## src/rtl/ipv4fdg_pkg.sv

```systemverilog
package ipv4fdg_pkg;

  // Result status codes as they appear on the status output.
  typedef enum logic [1:0] {
    STATUS_WHOLE   = 2'd0,
    STATUS_FRAG    = 2'd1,
    STATUS_TOO_BIG = 2'd2,
    STATUS_BAD_LEN = 2'd3
  } status_e;

  // Controller states.
  typedef enum logic [1:0] {
    ST_IDLE,
    ST_CALC,
    ST_CHECK,
    ST_EMIT
  } state_e;

  // Commands from the controller to the datapath.
  typedef struct packed {
    logic load;
    logic calc;
    logic check;
    logic emit;
  } dp_cmd_t;

  // Status from the datapath to the controller.
  typedef struct packed {
    logic out_free;
    logic last;
  } dp_stat_t;

  localparam logic [15:0] MtuReset       = 16'd1500;
  localparam int          MaxFrags       = 64;
  localparam int          BlockBytes     = 8;
  localparam int          WordBytes      = 4;
  localparam int          MinHeaderWords = 5;
  localparam int          BlockShift     = $clog2(BlockBytes);
  localparam int          WordShift      = $clog2(WordBytes);
  localparam int          LimitShift     = $clog2(MaxFrags * BlockBytes);

endpackage

```

## src/rtl/ipv4fdg_ctrl.sv

```systemverilog
module ipv4fdg_ctrl
  import ipv4fdg_pkg::*;
(
  input  logic     clk_i,
  input  logic     rst_ni,
  input  logic     in_valid_i,
  output logic     in_ready_o,
  input  dp_stat_t stat_i,
  output dp_cmd_t  cmd_o
);

  state_e state_q, state_d;

  // State register.
  always_ff @(posedge clk_i or negedge rst_ni) begin
    if (!rst_ni) begin
      state_q <= ST_IDLE;
    end else begin
      state_q <= state_d;
    end
  end

  // Next state and commands. A packet is loaded, evaluated in two steps, and
  // then one result is handed to the output register per free slot.
  always_comb begin
    state_d    = state_q;
    cmd_o      = '0;
    in_ready_o = 1'b0;
    unique case (state_q)
      ST_IDLE: begin
        in_ready_o = 1'b1;
        if (in_valid_i) begin
          cmd_o.load = 1'b1;
          state_d    = ST_CALC;
        end
      end
      ST_CALC: begin
        cmd_o.calc = 1'b1;
        state_d    = ST_CHECK;
      end
      ST_CHECK: begin
        cmd_o.check = 1'b1;
        state_d     = ST_EMIT;
      end
      ST_EMIT: begin
        if (stat_i.out_free) begin
          cmd_o.emit = 1'b1;
          if (stat_i.last) begin
            state_d = ST_IDLE;
          end
        end
      end
      default: begin
        state_d = ST_IDLE;
      end
    endcase
  end

endmodule

```

## src/rtl/ipv4fdg_dp.sv

```systemverilog
module ipv4fdg_dp
  import ipv4fdg_pkg::*;
(
  input  logic        clk_i,
  input  logic        rst_ni,
  input  dp_cmd_t     cmd_i,
  output dp_stat_t    stat_o,
  input  logic        mtu_we_i,
  input  logic [15:0] mtu_wdata_i,
  output logic [15:0] mtu_o,
  input  logic [15:0] total_length_i,
  input  logic [3:0]  header_words_i,
  input  logic        dont_fragment_i,
  input  logic [31:0] payload_base_i,
  output logic        out_valid_o,
  input  logic        out_ready_i,
  output logic [1:0]  status_o,
  output logic [12:0] fragment_offset_o,
  output logic [15:0] fragment_length_o,
  output logic        frag_more_o,
  output logic [31:0] payload_address_o,
  output logic        last_result_o
);

  logic [15:0] mtu_q;

  // Captured packet descriptor.
  logic [15:0] total_q;
  logic [3:0]  hw_q;
  logic        df_q;
  logic [31:0] base_q;

  // Evaluation results.
  logic [5:0]  hl_q;
  logic        bad_q;
  logic        fits_q;
  logic [12:0] nfb_q;
  logic [15:0] pay_len_q;
  status_e     kind_q;

  // Fragment walk.
  logic [15:0] left_q;
  logic [15:0] start_q;
  logic [12:0] off_q;

  // Output register.
  logic        out_valid_q;
  status_e     status_q;
  logic [12:0] offset_q;
  logic [15:0] length_q;
  logic        mf_q;
  logic [31:0] addr_q;
  logic        last_q;

  logic [5:0]  hl_calc;
  logic [15:0] mtu_room;
  logic [15:0] chunk;
  logic [21:0] frag_limit;
  logic        too_many;
  logic        last_frag;
  logic [15:0] piece;
  logic        single;

  // Header length in bytes and the room the MTU leaves after it.
  assign hl_calc  = 6'(hw_q) << WordShift;
  assign mtu_room = mtu_q - 16'(hl_calc);

  // Payload bytes per full fragment, and the most payload the fragment
  // count limit allows.
  assign chunk      = {nfb_q, {BlockShift{1'b0}}};
  assign frag_limit = 22'({nfb_q, {LimitShift{1'b0}}});
  assign too_many   = 22'(pay_len_q) > frag_limit;

  // The current fragment is the final one when the rest fits a full chunk.
  assign single    = (kind_q != STATUS_FRAG);
  assign last_frag = (left_q <= chunk);
  assign piece     = last_frag ? left_q : chunk;

  assign stat_o.out_free = !out_valid_q || out_ready_i;
  assign stat_o.last     = single || last_frag;

  // MTU register.
  always_ff @(posedge clk_i or negedge rst_ni) begin
    if (!rst_ni) begin
      mtu_q <= MtuReset;
    end else if (mtu_we_i) begin
      mtu_q <= mtu_wdata_i;
    end
  end

  // Descriptor capture on an input transfer.
  always_ff @(posedge clk_i) begin
    if (cmd_i.load) begin
      total_q <= total_length_i;
      hw_q    <= header_words_i;
      df_q    <= dont_fragment_i;
      base_q  <= payload_base_i;
    end
  end

  // First evaluation step: length checks and block count per fragment.
  always_ff @(posedge clk_i) begin
    if (cmd_i.calc) begin
      hl_q      <= hl_calc;
      bad_q     <= (hw_q < 4'(MinHeaderWords)) || (total_q < 16'(hl_calc));
      fits_q    <= (total_q <= mtu_q);
      nfb_q     <= (mtu_q >= 16'(hl_calc)) ? mtu_room[15:BlockShift] : '0;
      pay_len_q <= total_q - 16'(hl_calc);
    end
  end

  // Second evaluation step: decide the kind of result and start the walk.
  always_ff @(posedge clk_i) begin
    if (cmd_i.check) begin
      priority if (bad_q) begin
        kind_q <= STATUS_BAD_LEN;
      end else if (fits_q) begin
        kind_q <= STATUS_WHOLE;
      end else if (df_q) begin
        kind_q <= STATUS_TOO_BIG;
      end else if (nfb_q == '0 || too_many) begin
        kind_q <= STATUS_BAD_LEN;
      end else begin
        kind_q <= STATUS_FRAG;
      end
      left_q  <= pay_len_q;
      start_q <= '0;
      off_q   <= '0;
    end else if (cmd_i.emit) begin
      left_q  <= left_q - chunk;
      start_q <= start_q + chunk;
      off_q   <= off_q + nfb_q;
    end
  end

  // Output valid flag.
  always_ff @(posedge clk_i or negedge rst_ni) begin
    if (!rst_ni) begin
      out_valid_q <= 1'b0;
    end else if (cmd_i.emit) begin
      out_valid_q <= 1'b1;
    end else if (out_ready_i) begin
      out_valid_q <= 1'b0;
    end
  end

  // Output payload register.
  always_ff @(posedge clk_i) begin
    if (cmd_i.emit) begin
      status_q <= kind_q;
      unique case (kind_q)
        STATUS_WHOLE: begin
          offset_q <= '0;
          length_q <= total_q;
          mf_q     <= 1'b0;
          addr_q   <= base_q;
          last_q   <= 1'b1;
        end
        STATUS_FRAG: begin
          offset_q <= off_q;
          length_q <= 16'(hl_q) + piece;
          mf_q     <= !last_frag;
          addr_q   <= base_q + 32'(start_q);
          last_q   <= last_frag;
        end
        default: begin
          offset_q <= '0;
          length_q <= '0;
          mf_q     <= 1'b0;
          addr_q   <= '0;
          last_q   <= 1'b1;
        end
      endcase
    end
  end

  assign mtu_o             = mtu_q;
  assign out_valid_o       = out_valid_q;
  assign status_o          = status_q;
  assign fragment_offset_o = offset_q;
  assign fragment_length_o = length_q;
  assign frag_more_o       = mf_q;
  assign payload_address_o = addr_q;
  assign last_result_o     = last_q;

endmodule

```

## src/rtl/ipv4_fragment_descriptor_gen.sv

```systemverilog
// Channel   Handshake                  Payload
// input     in_valid_i / in_ready_o    total_length_i, header_words_i, dont_fragment_i,
//                                      payload_base_i
// result    out_valid_o / out_ready_i  status_o, fragment_offset_o, fragment_length_o,
//                                      frag_more_o, payload_address_o, last_result_o
// config    mtu_we_i                   mtu_wdata_i
//
// After its transfer a packet passes the calc and check evaluation steps; then the emit
// step hands out its results, at most 64 of them. The rate is set by the emit step, which
// loads one descriptor per cycle into the output register whenever that register is free.
// Reset clears the controller and the output valid flag and sets the MTU to 1500.
// A stalled result holds the emit step; the next packet is taken while the final
// result of the previous one still waits in the output register.
module ipv4_fragment_descriptor_gen
  import ipv4fdg_pkg::*;
(
  input  logic        clk_i,
  input  logic        rst_ni,
  input  logic        mtu_we_i,
  input  logic [15:0] mtu_wdata_i,
  input  logic        in_valid_i,
  output logic        in_ready_o,
  input  logic [15:0] total_length_i,
  input  logic [3:0]  header_words_i,
  input  logic        dont_fragment_i,
  input  logic [31:0] payload_base_i,
  output logic        out_valid_o,
  input  logic        out_ready_i,
  output logic [1:0]  status_o,
  output logic [12:0] fragment_offset_o,
  output logic [15:0] fragment_length_o,
  output logic        frag_more_o,
  output logic [31:0] payload_address_o,
  output logic        last_result_o
);

  dp_cmd_t     cmd;
  dp_stat_t    stat;
  logic [15:0] mtu;

  ipv4fdg_ctrl u_ctrl (
    .clk_i      (clk_i),
    .rst_ni     (rst_ni),
    .in_valid_i (in_valid_i),
    .in_ready_o (in_ready_o),
    .stat_i     (stat),
    .cmd_o      (cmd)
  );

  ipv4fdg_dp u_dp (
    .clk_i             (clk_i),
    .rst_ni            (rst_ni),
    .cmd_i             (cmd),
    .stat_o            (stat),
    .mtu_we_i          (mtu_we_i),
    .mtu_wdata_i       (mtu_wdata_i),
    .mtu_o             (mtu),
    .total_length_i    (total_length_i),
    .header_words_i    (header_words_i),
    .dont_fragment_i   (dont_fragment_i),
    .payload_base_i    (payload_base_i),
    .out_valid_o       (out_valid_o),
    .out_ready_i       (out_ready_i),
    .status_o          (status_o),
    .fragment_offset_o (fragment_offset_o),
    .fragment_length_o (fragment_length_o),
    .frag_more_o       (frag_more_o),
    .payload_address_o (payload_address_o),
    .last_result_o     (last_result_o)
  );

  // The more-fragments flag is set exactly on results that are not final.
  assert property (@(posedge clk_i) disable iff (!rst_ni)
    out_valid_o |-> (frag_more_o == !last_result_o))
    else $error("frag_more disagrees with last_result");

  // Results other than fragments always sit at offset zero.
  assert property (@(posedge clk_i) disable iff (!rst_ni)
    (out_valid_o && status_o != STATUS_FRAG) |-> (fragment_offset_o == '0))
    else $error("non-fragment result with nonzero offset");

  // No fragment is ever longer than the MTU.
  assert property (@(posedge clk_i) disable iff (!rst_ni)
    (out_valid_o && status_o == STATUS_FRAG) |-> (fragment_length_o <= mtu))
    else $error("fragment exceeds MTU");

  // No result is emitted while a newly accepted packet is still being evaluated.
  assert property (@(posedge clk_i) disable iff (!rst_ni)
    (in_valid_i && in_ready_o) |=> !cmd.emit ##1 !cmd.emit)
    else $error("emit during packet evaluation");

endmodule

```

## config.mk

```make
export PLATFORM = sky130hd
export DESIGN_NAME = ipv4_fragment_descriptor_gen
export DESIGN_NICKNAME = d
export VERILOG_FILES = /design/src/rtl/ipv4fdg_pkg.sv /design/src/rtl/ipv4fdg_ctrl.sv /design/src/rtl/ipv4fdg_dp.sv /design/src/rtl/ipv4_fragment_descriptor_gen.sv
export SDC_FILE = /design/constraint.sdc
export NUM_CORES = 1
export LEC_CHECK = 0
export BUFFER_PORTS_ARGS = -buffer_cell sky130_fd_sc_hd__buf_2
export CORE_MARGIN = 8
export CORE_UTILIZATION = 54
export CTS_CLUSTER_DIAMETER = 50
export DETAILED_ROUTE_END_ITERATION = 8
export PLACE_DENSITY = 0.81
export SLEW_MARGIN = 30
export SYNTH_ARGS = -nofsm -noshare
export SYNTH_HDL_FRONTEND = slang
export SYNTH_SLANG_ARGS = --single-unit
```

## constraint.sdc

```tcl
create_clock -name clk_i -period 4.55 [get_ports clk_i]
set_clock_uncertainty 0.2 [all_clocks]
set_input_delay 0.6825 -clock clk_i [delete_from_list [all_inputs] [get_ports clk_i]]
set_output_delay 0.6825 -clock clk_i [all_outputs]
set_load 0.02 [all_outputs]
```

==> reports/qor.yml, run 1 <==
port_buffers: 140
finalHoldViolCount: 0
drt.antenna.violating_nets: 0
fin_setup_tns_ns: 0
core-area_um2: 22400
total_power_w: 0.00965
die_y_um: 167
grt_usage_pct: 21.2
n_fill_cell: 1716
vias: 9261
dpl.hpwl_um: 22500
grt-ovfl-total: 0
slew-limit-headroom_pct: 48.8
rr_worst_depth: 17
drt_iter0_markers: 544
drc: 0
syn_area_um2: 12200
clk_pin_slew_ns: 0.06
outcome: "finished clean"
criticalPathCategory: "reg -> reg"
cts_sinks: 216
numCtsBuffers: 28
critPathCaptureType: "flop"
period_share_pct: 94.0
antenna_found_initial: 1
path_buf_inv: 2
dr.pass1.iters: 5
seq_area_frac_synth_pct: 50.2
via_per_inst: 5.77
die_x_um: 167
gp_congestion: 0.970
grt_max_degree: 68
layout_common_cells: "171 x edfxtp_1, 140 x buf_2, 104 x nand2_1"
clk_latency_ns: 0.55
synth-edff-count: 171
worstMarginPinSlew_ns: 0.761
grt_pass1_vias: 9346
synth.distinct_cells: 71
path_cells: "inv_1 > ha_1 > and4_1 > o21ai_0 > a21oi_2 > o21a_1 > o21ba_4 > mux2i_2 > inv_1 > ha_1 > and3_1 > o21ai_1 > nand2_1 > a211oi_2 > and2_1 > and4b_1 > a32o_1"
rr_startpoint: "u_dp.nfb_q[6]"
setup_violations: 0
crit_fanout: 9
slew_violations: 0
reg2reg_slack_ns: 0.27
r2r-end: "u_dp.fragment_length_o[7]"
final_common_cell: "edfxtp_1"
crit_family: "compound AO/OA/AOI/OAI gates"
required_ns: 4.64
final_util_pct: 64.0
powerDensity_nw_per_um2: 672
grt_pass1_wl_um: 48100
vdd_drop_max_v: 0.000344
clockRootBuffer: "clkbuf_16"
ys_warn_count: 0
placed_cells: 1551
multi_input_area_um2: 5740
crit_end: "u_dp.fragment_length_o[7]"
cts_setup_buffers: 0
hold_ws_ns: 0.108
worstSetupStartpointType: "flop"
ys_ff_latch: 216
clockBufferDepth: 3
synth_flop_cell: "edfxtp_1"
worstSetupPathDepth: 17
arrival_ns: 4.37
rsz0062_at_grt: "false"
max_stage_delay_ns: 0.43
cts_tree: "yes"
maxCapViolations: 0
hp-class: "in -> reg"
synth.avg_cell_area_um2: 10.8
fin_crit_ns: 4.28
ios: 141
start_util_pct: 54.5
routedWlPerCell_um: 18.8
final_cells: 1605
dieArea_um2: 27700
syn_nets: 1303
htreeDepth: 1
cp-startpoint: "u_dp.nfb_q[6]"
async_flop_share_pct: 8.80
register_area_um2: 6140
drive_above_1_share_pct: 19.0
slowest_stage: "edfxtp_1"
finalWirelength_um: 30200
syn2layout_area_growth_pct: 17.3
final_nets: 1468
p_leak_nw: 5.84
max_freq_ghz: 0.234
netlist_instances: 1132
rows: 55
[worst register-to-register path, cell delays in order (launching register included)]
cell      delay [ns]
edfxtp_1        0.43
inv_1           0.12
ha_1            0.37
and4_1          0.23
o21ai_0         0.11
a21oi_2         0.17
o21a_1          0.19
o21ba_4         0.22
mux2i_2         0.28
inv_1           0.07
ha_1            0.27
and3_1          0.19
o21ai_1         0.18
nand2_1         0.19
a211oi_2        0.29
and2_1          0.15
and4b_1         0.18
a32o_1          0.21
[through the flow]
stage,instance area (um2),worst slack [ns]
2_1_floorplan,12200,0.292
3_3_place_gp,13400,0.280
3_5_place_dp,13400,0.171
4_1_cts,14300,0.134
5_1_grt,14400,0.0191
6_report,14400,0.273
[how the worst min path moves through the flow]
| stage | from | end | slack (ns) | cells past startpoint |
|---|---|---|---|---|
| finish | payload_base_i[15] | u_dp.base_q[15] | 0.11 | 1 |
| CTS | payload_base_i[15] | u_dp.base_q[15] | 0.09 | 1 |
| global route | payload_base_i[15] | u_dp.base_q[15] | 0.09 | 1 |
| global placement | u_dp.off_q[11] | u_dp.off_q[11] | 0.26 | 2 |
| floorplan | rst_ni | u_ctrl.state_q[0] | 0.19 | 0 |
| detailed placement | u_dp.total_q[0] | u_dp.pay_len_q[0] | 0.26 | 0 |
[timing repair]
item / CTS / global route
resized for setup: 0 / 6
endpoints found under the hold margin: 12 / 0
setup endpoints to repair: 0 / 5
hold buffers: 1 / 0
[flip-flops by register name, summed over array words and instances (netlist names), 2 cells and up]
signal	count
u_dp.payload_address_o	32
u_dp.fragment_offset_o	13
u_dp.nfb_q	13
u_dp.mtu_o	16
u_dp.off_q	13
u_dp.fragment_length_o	16
u_dp.pay_len_q	16
u_dp.base_q	32
u_ctrl.state_q	2
u_dp.left_q	16
u_dp.start_q	13
u_dp.hw_q	4
u_dp.total_q	16
u_dp.hl_q	4
u_dp.kind_q	2
u_dp.status_o	2
[area by class of cell]
type	count	area share (%)
clock buffers	29	4.91
well taps	285	2.48
multi-input cells	816	40.0
diodes	1	0.0174
inverters	68	1.79
repair buffers	167	6.40
clock inverters	23	1.60
flip-flops and latches	216	42.8
[metal layers]
metal	routed length (um)	GRT usage, %	part of all wire [%]
met2	14600	36.6	48
met3	1880	4.00	6.2
met4	787	6.11	2.6
met5	0	0	0
met1	12900	26.7	43
[synth_stat cells (7+ instances only)]
| master | number | area [um2] |
|---|---|---|
| clkbuf_1 | 22 | 82.6 |
| nor4_1 | 11 | 68.8 |
| o21ai_1 | 12 | 60.1 |
| and4_1 | 10 | 87.6 |
| nor2b_1 | 28 | 175 |
| xnor2_1 | 49 | 429 |
| nand4_1 | 21 | 131 |
| inv_1 | 68 | 255 |
| a211oi_1 | 22 | 165 |
| mux2i_1 | 24 | 240 |
| fa_1 | 7 | 140 |
| or3_1 | 10 | 62.6 |
| dfrtp_1 | 12 | 300 |
| dfxtp_1 | 26 | 521 |
| xor2_1 | 18 | 158 |
| edfxtp_1 | 171 | 5130 |
| nor3_1 | 22 | 110 |
| nand2_1 | 104 | 390 |
| nand2b_1 | 16 | 100 |
| o21a_1 | 17 | 128 |
| a21oi_1 | 63 | 315 |
| ha_1 | 90 | 1130 |
| a21o_1 | 17 | 128 |
| o21ai_0 | 58 | 290 |
| nand3_1 | 14 | 70.1 |
| and2_1 | 23 | 144 |
| dfstp_2 | 7 | 184 |
| a22o_1 | 10 | 87.6 |
| nor2_1 | 82 | 308 |
[cell families (layout without fill, tap and decap cells)]
kind of cell | after synthesis | in the layout | synth area share (%)
xor+xnor | 67 | 67 | 4.80
fa+ha+maj | 97 | 97 | 10.3
mux | 32 | 32 | 2.70
other cells | 0 | 1 | 0
buf+inv | 100 | 287 | 3.16
flops | 216 | 216 | 50.2
compound gates | 254 | 254 | 13.7
simple gates | 366 | 366 | 15.1
[power by group]
part           leakage [nW]  internal (W)  switching, W  total, W
Combinational          3.35       0.00164       0.00256   0.00420
Sequential             2.03       0.00293      0.000367   0.00329
Clock                 0.461       0.00127      0.000887   0.00215
Power figures use the tool's default switching activity.
==> run 2, diff against run 1 <==
--- a/config.mk
+++ b/config.mk
@@ -11,6 +11,7 @@
 export CTS_CLUSTER_DIAMETER = 50
 export DETAILED_ROUTE_END_ITERATION = 8
 export PLACE_DENSITY = 0.81
+export REMOVE_ABC_BUFFERS = 1
 export SLEW_MARGIN = 30
 export SYNTH_ARGS = -nofsm -noshare
 export SYNTH_HDL_FRONTEND = slang
==> reports/qor.yml, run 2 (same netlist as run 1, synthesis figures left out) <==
slew_violations: 0  # unchanged
layout_common_cells: "171 x edfxtp_1, 140 x buf_2, 104 x nand2_1"
slew-limit-headroom_pct: 55.4  # +6.5 points
cp-startpoint: "u_dp.left_q[11]"
grt_max_degree: 89  # +31%
vdd_drop_max_v: 0.000435  # +26%
clkPwrFrac_pct: 22.7  # +0.4 points
fin_setup_tns_ns: 0  # unchanged
antenna_found_initial: 1  # unchanged
grt_usage_pct: 21.2  # about the same
slowest_stage: "edfxtp_1"
r2r-end: "u_dp.fragment_length_o[7]"
clockBufferDepth: 3  # unchanged
die_x_um: 167  # unchanged
htreeDepth: 1  # unchanged
p_seq_share_pct: 34.2  # about the same
drc: 0  # unchanged
fin_crit_ns: 4.36  # +0.0813 ns
core-area_um2: 22400  # unchanged
p_leak_nw: 5.83  # -0.11%
clk_latency_ns: 0.55  # about the same
dpl.hpwl_um: 22600  # +0.53%
crit_fanout: 7  # -2
grt-ovfl-total: 0  # unchanged
crit_family: "compound AO/OA/AOI/OAI gates"
worstMarginPinSlew_ns: 0.670  # -0.0910 ns
cts_sinks: 216  # unchanged
syn2layout_area_growth_pct: 17.4
dieArea_um2: 27700  # unchanged
clk_pin_slew_ns: 0.06  # about the same
maxCapViolations: 0  # unchanged
die_y_um: 167  # unchanged
grt_pass1_wl_um: 47700  # -0.83%
ios: 141  # unchanged
period_share_pct: 95.8  # +1.8 points
drt_iter0_markers: 595  # +9.4%
rr_startpoint: "u_dp.left_q[11]"
drive_above_1_share_pct: 18.9  # -0.090 points
vias: 9275  # +0.15%
outcome: "finished clean"
final_nets: 1469  # +0.068%
p_switching_w: 0.00378  # -0.84%
p_comb_share_pct: 43.2  # -0.3 points
path_buf_inv: 1  # -1
finalWirelength_um: 30300  # +0.48%
intPower_w: 0.00589  # +0.88%
hp-class: "in -> reg"
dr.pass1.iters: 5  # unchanged
rows: 55  # unchanged
max_freq_ghz: 0.229  # -1.9%
worstSetupStartpointType: "flop"
holdPathEnd: "u_dp.total_q[3]"
critPathCaptureType: "flop"
arrival_ns: 4.44  # +0.07 ns
gp_congestion: 0.964  # -0.59%
grt_pass1_vias: 9396  # +0.53%
hp-start: "total_length_i[3]"
criticalPathCategory: "reg -> reg"
finalHoldViolCount: 0  # unchanged
port_buffers: 140  # unchanged
hold_ws_ns: 0.109  # +0.000607 ns
routedWlPerCell_um: 18.9  # +0.42%
reg2reg_slack_ns: 0.19  # -0.08 ns
start_util_pct: 54.5  # unchanged
via_per_inst: 5.78  # about the same
setup_violations: 0  # unchanged
swShare_pct: 39.1  # -0.41 points
required_ns: 4.63  # about the same
clockRootBuffer: "clkbuf_16"
drt.antenna.violating_nets: 0  # unchanged
numCtsBuffers: 28  # unchanged
final_common_cell: "edfxtp_1"
cts_tree: "yes"
final_cells: 1606  # +0.062%
placed_cells: 1550  # -0.064%
max_stage_delay_ns: 0.47  # +0.04 ns
min_path_cells: 1  # unchanged
path_cells: "ha_1 > and4_1 > o21ai_0 > a21oi_1 > o21a_1 > o21ba_2 > buf_4 > nand2_1 > o21ai_0 > ha_1 > a21o_1 > o21ai_1 > nand2_1 > a211oi_1 > and2_1 > and4b_1 > a32o_1"
rr_worst_depth: 17  # unchanged
powerDensity_nw_per_um2: 673  # about the same
-- run 2: changes by cell type in the layout (fill, tap and decap cells not counted), sizes merged --
| cell | before | now |
|---|---|---|
| buf | 166 | 167 |
| bufinv | 2 | 3 |
| clkbuf | 29 | 31 |
| clkinv | 18 | 14 |
| clkinvlp | 1 | 4 |
| inv | 70 | 68 |
-- run 2: area by class of cell --
| type | instances | area [um2] |
|---|---|---|
| well taps | 285 | 357 |
| multi-input cells | 816 | 5740 |
| clock buffers | 31 | 712 |
| fillers | 1784 | 8070 |
| flip-flops and latches | 216 | 6140 |
| repair buffers | 168 | 926 |
| clock inverters | 21 | 233 |
| inverters | 68 | 256 |
| diodes | 1 | 2.50 |
-- run 2: how the worst max path moves through the flow --
| stage | to | slack [ns] | depth (start not counted) |
|---|---|---|---|
| 2_1_floorplan | u_dp.fragment_length_o[7] | 0.23 | 17 |
| 3_3_place_gp | u_dp.fragment_length_o[12] | 0.33 | 18 |
| 3_5_place_dp | u_dp.fragment_length_o[7] | 0.21 | 18 |
| 4_1_cts | u_dp.fragment_length_o[7] | 0.20 | 17 |
| 5_1_grt | u_dp.fragment_length_o[7] | -0.02 | 17 |
| 6_report | u_dp.fragment_length_o[7] | 0.19 | 17 |
-- run 2: through the flow --
step	area, um2	util [%]	setup WS, ns	power, W
after floorplan	12100	-	0.231	0.00616
after global placement	13400	59.6	0.333	0.00734
after detailed placement	13400	59.6	0.215	0.00744
after CTS	14300	63.8	0.203	0.00966
after global routing	14400	64.0	-0.0221	0.0102
final	14400	64.0	0.192	0.00967
-- run 2: routing by layer --
metal	global-route usage (%)	vias to the layer above	wire length [um]
li1	-	4501	-
met1	26.1	4412	12800
met2	36.5	291	14700
met3	3.57	71	1720
met4	8.58	0	1090
met5	0	-	0
-- run 2: power by group through the flow --
stage	combinational, W	clock [W]	sequential (W)
floorplan	0.00265	0	0.00351
global placement	0.00403	0	0.00331
detailed placement	0.00411	0	0.00333
CTS	0.00414	0.00222	0.00329
global route	0.00460	0.00229	0.00336
finish	0.00417	0.00219	0.00330
-- run 2: what timing repair did --
item,CTS,global route
setup buffers,0,2
setup endpoints to repair,0,3
hold endpoints to repair,12,0
resized for setup,0,4
hold buffers,1,0
